## config.mk

```make
export PLATFORM = sky130hd
export DESIGN_NAME = salc_ctrl
export DESIGN_NICKNAME = d
export VERILOG_FILES = /design/src/salc_pkg.sv /design/src/salc_ctrl.sv
export SDC_FILE = /design/constraint.sdc
export NUM_CORES = 1
export LEC_CHECK = 0
export ABC_AREA = 1
export BUFFER_PORTS_ARGS = -buffer_cell sky130_fd_sc_hd__buf_2
export CAP_MARGIN = 5
export CORE_AREA = 2 2 39 41
export CTS_CLUSTER_SIZE = 8
export DETAILED_ROUTE_END_ITERATION = 8
export DIE_AREA = 0 0 41 43
export HOLD_SLACK_MARGIN = 0.1
export SLEW_MARGIN = 10
export SYNTH_ARGS = -nofsm -noshare
export SYNTH_HDL_FRONTEND = slang
export SYNTH_SLANG_ARGS = --single-unit
export TNS_END_PERCENT = 20
```

## constraint.sdc

```tcl
create_clock -name clk -period 1.3 [get_ports clk]
set_clock_uncertainty 0.05 [all_clocks]
set_input_delay 0.26 -clock clk [delete_from_list [all_inputs] [get_ports clk]]
set_output_delay 0.26 -clock clk [all_outputs]
set_load 0.005 [all_outputs]
```

## src/salc_pkg.sv

```systemverilog
// salc_pkg: shared types and constants of the cache tag store
// request/result payloads, line record, controller command and status
// no dependencies
`timescale 1ns / 1ps

package salc_pkg;

  localparam int ADDR_W     = 32;
  localparam int AGE_W      = 3;
  localparam int CNT_W      = 32;
  localparam int CFG_IDX_W  = 2;
  localparam int CFG_DATA_W = 5;

  localparam logic [AGE_W-1:0] AGE_MAX = 3'd7;

  // configuration register indexes
  localparam logic [CFG_IDX_W-1:0] CFG_WRITE_POLICY = 2'd0;
  localparam logic [CFG_IDX_W-1:0] CFG_OFFSET_BITS  = 2'd1;
  localparam logic [CFG_IDX_W-1:0] CFG_INDEX_BITS   = 2'd2;
  localparam logic [CFG_IDX_W-1:0] CFG_WAYS_IN_USE  = 2'd3;

  // reference kinds and write policies
  localparam logic MODE_READ   = 1'b0;
  localparam logic MODE_WRITE  = 1'b1;
  localparam logic POLICY_WT   = 1'b0;
  localparam logic POLICY_WB   = 1'b1;

  typedef struct packed {
    logic              mode;
    logic [ADDR_W-1:0] address;
  } req_t;

  typedef struct packed {
    logic             hit;
    logic             dirty_evicted;
    logic [1:0]       accesses_now;
    logic [CNT_W-1:0] hit_total;
    logic [CNT_W-1:0] miss_total;
    logic [CNT_W-1:0] access_total;
  } rsp_t;

  typedef struct packed {
    logic              valid;
    logic              dirty;
    logic [AGE_W-1:0]  age;
    logic [ADDR_W-1:0] tag;
  } line_t;

  localparam int LINE_W = $bits(line_t);

  typedef struct packed {
    logic clear;
    logic accept;
    logic commit;
  } ctrl_cmd_t;

  typedef struct packed {
    logic clear_last;
  } ctrl_sts_t;

endpackage

```

## src/salc_ctrl.sv

```systemverilog
// salc_ctrl: sequencer of the cache tag store
// clearing pass, request accept, lookup/commit and result handshake; uses salc_pkg
`timescale 1ns / 1ps

module salc_ctrl (
  input  logic                 clk,
  input  logic                 rst_n,
  input  logic                 in_valid,
  output logic                 in_ready,
  output logic                 out_valid,
  input  logic                 out_ready,
  output salc_pkg::ctrl_cmd_t  cmd,
  input  salc_pkg::ctrl_sts_t  sts
);

  typedef enum logic [2:0] {
    ST_CLEAR  = 3'b001,
    ST_IDLE   = 3'b010,
    ST_LOOKUP = 3'b100
  } state_t;

  state_t state_r, state_nxt;
  logic   out_valid_r, out_valid_nxt;

  always_comb begin
    state_nxt  = state_r;
    cmd        = '0;
    in_ready   = 1'b0;
    case (state_r)
      ST_CLEAR: begin
        cmd.clear = 1'b1;
        if (sts.clear_last) begin
          state_nxt = ST_IDLE;
        end
      end
      ST_IDLE: begin
        in_ready = 1'b1;
        if (in_valid) begin
          cmd.accept = 1'b1;
          state_nxt  = ST_LOOKUP;
        end
      end
      ST_LOOKUP: begin
        // hold the row until the result register is free
        if (!out_valid_r || out_ready) begin
          cmd.commit = 1'b1;
          state_nxt  = ST_IDLE;
        end
      end
      default: begin
        state_nxt = ST_CLEAR;
      end
    endcase
  end

  always_comb begin
    if (cmd.commit) begin
      out_valid_nxt = 1'b1;
    end else if (out_ready) begin
      out_valid_nxt = 1'b0;
    end else begin
      out_valid_nxt = out_valid_r;
    end
  end

  always_ff @(posedge clk) begin
    if (!rst_n) begin
      state_r     <= ST_CLEAR;
      out_valid_r <= 1'b0;
    end else begin
      state_r     <= state_nxt;
      out_valid_r <= out_valid_nxt;
    end
  end

  assign out_valid = out_valid_r;

`ifndef NO_ASSERTIONS
  a_no_req_while_clear: assert property (@(posedge clk) disable iff (!rst_n)
    state_r == ST_CLEAR |-> !in_ready && !cmd.commit)
    else $error("request taken during clearing pass");

  a_commit_shows_result: assert property (@(posedge clk) disable iff (!rst_n)
    cmd.commit |=> out_valid_r && state_r == ST_IDLE)
    else $error("commit did not present a result");
`endif

endmodule

```

### Yosys cells after proc, flatten, opt, wreduce, memory -nomap -nowiden

Index checks and enable logic that the tools add are counted.

* bits in registers: 4
* output and inout bits: 5
* logic and storage cells: 24

* eq/ne operators: 6
* muxes and demuxes: 12
* reductions and logical operators: 4

Operator list (number)
* $mux 3: 3
* $pmux 3 s3: 1
* $mux 1: 8
* $ne 2x2->1 const B: 3
* $eq 3x1->1 const B: 1
* $eq 3x2->1 const B: 1
* $eq 3x3->1 const B: 1
* $reduce_and 3->1: 1
* $reduce_bool 2->1: 1
* $logic_not 1->1: 1
* $logic_or 1x1->1: 1

### Longest topological paths before layout

Gate-level depths: netlist of the first run.

* depth after elaboration: 5
* gate-level depth with buffers: 5
* gate-level depth less buffers: 5

### Worst setup path before layout of the first run

Ideal clock, no wire load.

* path type: register to output
* from: register state_r[1]
* to: output cmd[0] (netlist name)
* data arrival time: 724 ps
* data required time: 990 ps
* slack: 266 ps
* cell stages (with the launch flop): 5
* buffers on the path: 1
* path through: dfxtp_1 > nor2_2 > nand2_2 > nor2_4 > buf_4

RTL lines
* from (decl): RTL line salc_ctrl.sv:22 `state_t state_r, state_nxt;`
* from (signal assigned): RTL line salc_ctrl.sv:71 `state_r <= state_nxt;`
* to (decl): RTL line salc_ctrl.sv:12 `output salc_pkg::ctrl_cmd_t cmd,`

==> summary.txt, run 1 <==
Status
  • Status: finished, final reports clean

Cells and area
  • P&R area growth vs syn: 53.51%
  • Total Nets Final: 55
  • Antenna Cells: 0
  • Share of cells above drive strength 1: 56.25%
  • Cell area after layout: approximately 360 um2
  • Fillers: 165

Floorplanning
  • Area of the die: approximately 1800 um2
  • Initial Utilization: between 10% and 20%
  • Die Span Y: around 43 um
  • Io pins: 10
  • Chip width: between 40 and 50 um
  • Core box area: roughly 1400 um2
  • Row count: 14

Power
  • Worst VDD drop: approximately 270 uV
  • Part of the power in the clock network: a little over a third
  • Pwr Density: 1224 nW/um2
  • Psw: around 130 uW
  • Comb power frac: roughly 28%
  • Pint: just over 300 uW
  • Switching Fraction: slightly below 30%
  • Reg power frac: a little under two fifths
  • Pleak: a little under 0.0002 uW

Place
  • DP Area: around 290 um2
  • IO buf count: 9
  • Routability cong.: around 0.63
  • Detailed placement HPWL: roughly 380 um

Clock tree
  • CTS H-tree depth: 1
  • CTS tree: yes
  • Sink Count: 4
  • Max Root-Sink Buffers: 2
  • Num CTS Buffers: 3
  • Root Driver: clkbuf_4
  • Clock Latency Late Sink: 0.23 ns
  • Hold-fix buffers, CTS: 0
  • Clk slew on worst S/H paths: around 0.040 ns

Hold path
  • Worst min path class: input port to register

Synthesis
  • Synth warn: 0
  • Seq/Total Area, Yosys: roughly 35%
  • Syn_nets: 38
  • Area of the mapped netlist: between 200 and 250 um2
  • Mapped Cells: 33
  • Flops & latches, synth: 4
  • Post-Syn Area per Cell: between 7 and 8 um2
  • Post-synthesis cell type count: 11

Routing
  • Wire per inst: 7.906 um
  • ANT nets after route: 0
  • Vias: roughly 260
  • Pre-Repair DR Iteration Count: 2
  • Avg Vias per Cell: about 4
  • Drt total wl: roughly 510 um
  • Residual DRC: 0
  • Initial drt markers: 7

Timing
  • Final Cycle Share: between 90 and 100%
  • Slew Limit Fails: 0
  • Fmax: 0.7733 GHz
  • Setup-failing EPs final: 0
  • Relative slew slack: between 90 and 100%
  • Final Hold Fails: 0
  • Worst Hold Slack: slightly above 0.2 ns
  • Worst-Margin Slew: between 0.1 and 0.15 ns
  • Unrepaired setup endpoints after global routing: true
  • Post-route minimum period: around 1.3 ns

Global routing
  • Vias in the first global route: approximately 230
  • Gr usage total: 6.620%
  • Largest net degree at the start of global routing: 5
  • First-pass GRT wire length: between 700 and 800 um
  • Initial antenna violation count: 0
  • Total grt overflow: 0

Setup path
  • CP Launch Type: register
  • CP Launch Point: state_r[1]
  • WS Path Type: register to output pin
  • Crit path required time: 0.99 ns
  • Worst path arrival time: roughly 1 ns
  • Crit path cell chain: nor2_4 -> nand2_2 -> nor2_4 -> buf_2
  • Slowest-stage cell, CP: dfxtp_2
  • R2r endpoint: state_r[1]
  • R2R depth: 7
  • Crit end category: output pin
  • Crit-path max cell delay: between 0.3 and 0.4 ns
  • Reg-to-reg startpoint: state_r[1]
  • Worst-path fanout max: 4
  • R2r setup slk: approximately 0.16 ns
  • Cell mode on critical path: nor2_4
  • End of the critical path: cmd[0]

Run
  • Max Cap Violations: 0
[logic make-up (layout without fill, tap and decap cells)]
family / count (synthesis) / in the layout / share of synthesized area (%)
flops: 4 / 4 / 34.60
compound gates: 1 / 1 / 2.160
buf+inv: 9 / 24 / 16.22
simple gates: 19 / 19 / 47.03
[repair_timing]
| item | CTS | global route |
|---|---|---|
| resized for setup | 1 | 4 |
| endpoints found under the setup margin | 2 | 4 |
| buffers inserted | 4 | 0 |
| pin swaps | 1 | 2 |
[how the worst min path moves through the flow]
stage                     depth (start not counted)    endpoint  start
after floorplan                                   1  state_r[0]  rst_n
after global placement                            2  state_r[0]  rst_n
after CTS                                         2  state_r[0]  rst_n
after global routing                              2  state_r[0]  rst_n
final                                             2  state_r[0]  rst_n
after detailed placement                          2  state_r[0]  rst_n
[state kept, by name, summed over array words and instances, names as in the netlist]
| signal | cells |
|---|---|
| out_valid | 1 |
| state_r | 3 |
[worst max-delay path, delay by kind of cell, from the launching register on]
kind          cells  cell delay (ns)
flops             1             0.34
simple gates      3             0.29
buf+inv           1             0.12
[cells in the final DEF (no fill, tap or decap), drive strengths merged]
master	synthesis	routed
nand3	6	6
dfxtp	4	4
nand2	3	3
nor2	9	9
clkbuf	0	3
inv	8	8
buf	1	13
a21oi	1	1
nand4	1	1
[stage by stage]
step | setup slack, ns | total power, uW | std cells | setup TNS [ns] | util (%)
floorplan | 0.2656 | 210.7 | 33 | 0 | -
global placement | 0.2267 | 241.0 | 57 | 0 | 20.89
detailed placement | 0.2189 | 243.0 | 57 | 0 | 20.89
CTS | -0.008191 | 432.9 | 64 | -0.008191 | 24.77
global route | -0.03844 | 466.0 | 64 | -0.09840 | 25.68
finish | 0.006909 | 434.9 | 64 | 0 | 25.68
[routing by layer]
| layer | track usage, % | wire length (um) |
|---|---|---|
| met1 | 7.051 | 199 |
| met4 | 6.000 | 0 |
| met2 | 9.063 | 262 |
| met3 | 3.141 | 44 |
| met5 | 0 | 0 |
[Yosys cell counts]
master / n / area share [%]
dfxtp_1: 4 / 35
buf_4: 1 / 3.2
nand2_1: 2 / 3.2
a21oi_1: 1 / 2.2
nand2_2: 1 / 2.7
nor2_4: 2 / 9.7
nand4_1: 1 / 2.7
nor2_2: 4 / 11
nor2_1: 3 / 4.9
nand3_1: 6 / 13
inv_1: 8 / 13
[power groups by stage]
stage / sequential, uW / clock, uW / combinational, uW
6_report: 162 / 153 / 120
2_1_floorplan: 151 / 0 / 59.9
3_5_place_dp: 153 / 0 / 89.7
3_3_place_gp: 152 / 0 / 88.6
4_1_cts: 153 / 165 / 116
5_1_grt: 162 / 170 / 135
[cell type report]
class,instances,area [um2],area share [%]
clock buffer,3,22.52,6.338
inverter,8,30.03,8.451
multi-input combinational,20,123.9,34.86
sequential,4,83.83,23.59
tap,16,20.02,5.634
timing repair buffer,13,75.07,21.13
Power figures use the tool's default switching activity.
==> run 2: changes to the inputs <==
CAP_MARGIN = unset   (was 5)
clock period = 1.1 ns   (was 1.3 ns; I/O delays follow)
==> run 2 against run 1 <==
  * The run now ends with negative setup slack left
  * Register-to-register slack worse by 0.06 ns
  * Final cell count is 3.1% lower
  * Combinational power is 4% higher
  * Routed wire length is 2.6% lower
  * Design area is 3.5% lower
  * Sequential share of layout area is 0.86 points higher
  * Via count is 7.1% lower
  * Power is 14% higher
  * Global-route usage hardly changed
  * First-iteration DRC count is 100% lower
  * Critical path depth stayed put
  * Highest routed layer unchanged
==> summary.txt, run 2 (synthesized netlist as in run 1, its figures left out) <==
Routing
  • Initial drt markers: 0
  • Drt total wl: slightly below 500 um
  • Residual DRC: 0
  • ANT nets after route: 0
  • Wire per inst: just under 8 um
  • Pre-Repair DR Iteration Count: 1
  • Vias: 237
  • Avg Vias per Cell: 3.823

Place
  • Detailed placement HPWL: between 300 and 400 um
  • DP Area: 289.0 um2
  • Routability cong.: roughly 0.68
  • IO buf count: 9

Cells and area
  • Cell area after layout: 342.8 um2
  • Top reg by flops: state_r
  • Antenna Cells: 0
  • Commonest non-fill, non-tap cell in the layout: buf_2
  • P&R area growth vs syn: 48.11%
  • Total Nets Final: 53
  • Share of cells above drive strength 1: roughly 60%
  • Most frequent cells in the layout: buf_2 (9), inv_1 (7), nand3_1 (5), nor2_2 (4)
  • Max FFs per register: 3
  • Final Util: around 25%

Clock tree
  • Sink Count: 4
  • CTS tree: yes
  • Max Root-Sink Buffers: 2
  • Hold-fix buffers, CTS: 0
  • Root Driver: clkbuf_4
  • CTS H-tree depth: 1
  • Num CTS Buffers: 3
  • Clk slew on worst S/H paths: around 0.04 ns
  • Clock Latency Late Sink: between 0.2 and 0.25 ns

Timing
  • Fin worst setup slack: -0.1375 ns
  • Post-route minimum period: about 1.2 ns
  • Setup-failing EPs final: 4
  • Final Hold Fails: 0
  • Slew Limit Fails: 0
  • Unrepaired setup endpoints after global routing: true
  • Worst-Margin Slew: ~0.14 ns
  • Relative slew slack: between 90% and 100%
  • Final Cycle Share: 112.5%
  • Fmax: between 0.8 and 0.9 GHz

Power
  • Pwr Density: about 1400 nW/um2
  • Worst VDD drop: between 400 and 500 uV
  • Pleak: between 0.00015 and 0.0002 uW

Global routing
  • Largest net degree at the start of global routing: 5
  • First-pass GRT wire length: 710 um
  • Initial antenna violation count: 0
  • Vias in the first global route: about 210
  • Total grt overflow: 0
  • Gr usage total: under 10%

Setup path
  • Crit end category: output pin
  • Worst path arrival time: between 0.9 and 1 ns
  • Worst-path fanout max: 4
  • CP Launch Type: register
  • WS Path Type: register to output pin
  • Crit path required time: a little over 0.8 ns

Floorplanning
  • Area of the die: approximately 1800 um2
  • Initial Utilization: between 10% and 20%
  • Io pins: 10
  • Core box area: about 1400 um2
  • Die Span Y: about 43 um
  • Row count: 14
  • Chip width: 41 um

Status
  • Violated checks: negative setup slack
  • Status: finished with violations

Hold path
  • Worst min path class: input port to register

Run
  • Max Cap Violations: 0
==> run 2: cell types whose count changed in the layout (fill, tap and decap cells not counted) <==
cell / change
buf_4: -2
inv_1: -1
inv_2: +1
nor2_1: -1
nor2_2: +1
==> run 2: routing by layer <==
layer,vias to the layer above,GRT usage (%),wire length [um]
met5,-,0,0
met4,0,6.000,0
met3,0,4.712,35
met2,6,8.438,249
met1,104,6.774,208
li1,127,-,-
==> run 2: final cells by class <==
type | instances | area [um2]
Tap cell | 16 | 20.02
Multi-Input combinational cell | 20 | 126.4
Fill cell | 168 | 1041
Sequential cell | 4 | 83.83
Timing Repair Buffer | 11 | 60.06
Clock buffer | 3 | 22.52
Inverter | 8 | 30.03
==> run 2: timing repair <==
item                       CTS  global route
setup endpoints to repair    4             4
resized for setup            4             3
pin swaps                    2             0
buffers inserted             2             0
==> run 2: path summary, 6_finish.rpt <==
check | from | to | slack [ns] | depth (start not counted)
setup / recovery | state_r[0] | cmd[0] | -0.14 | 4
hold / removal | rst_n | state_r[0] | 0.16 | 2
setup reg to reg | state_r[0] | state_r[0] | 0.10 | 5
hold reg to reg | state_r[2] | state_r[2] | 0.48 | 2
==> run 2: stage by stage <==
step	cells	power (uW)	worst slack [ns]	setup TNS, ns	hold slack, ns
floorplan	33	249.0	0.1056	0	0.2542
global placement	57	285.7	0.07931	0	0.3870
detailed placement	57	288.9	0.06451	0	0.3942
CTS	62	493.4	-0.1691	-0.5519	0.1454
global route	62	537.1	-0.2097	-0.7489	0.1497
finish	62	494.4	-0.1375	-0.4558	0.1569
==> run 2: power breakdown <==
part / switching [uW] / total [uW] / leakage (uW) / internal (uW)
combinational: 64.1 / 125 / 0.000136 / 61.0
sequential: 25.5 / 191 / 0.0000333 / 166
clock: 56.5 / 178 / 0.0000138 / 122
==> run 2: worst max-delay path, cell delays in order, from the launching register on <==
cell and delay, ns:
dfxtp_2 0.34, nor2_4 0.12, nand2_2 0.08, nor2_4 0.09, buf_2 0.12
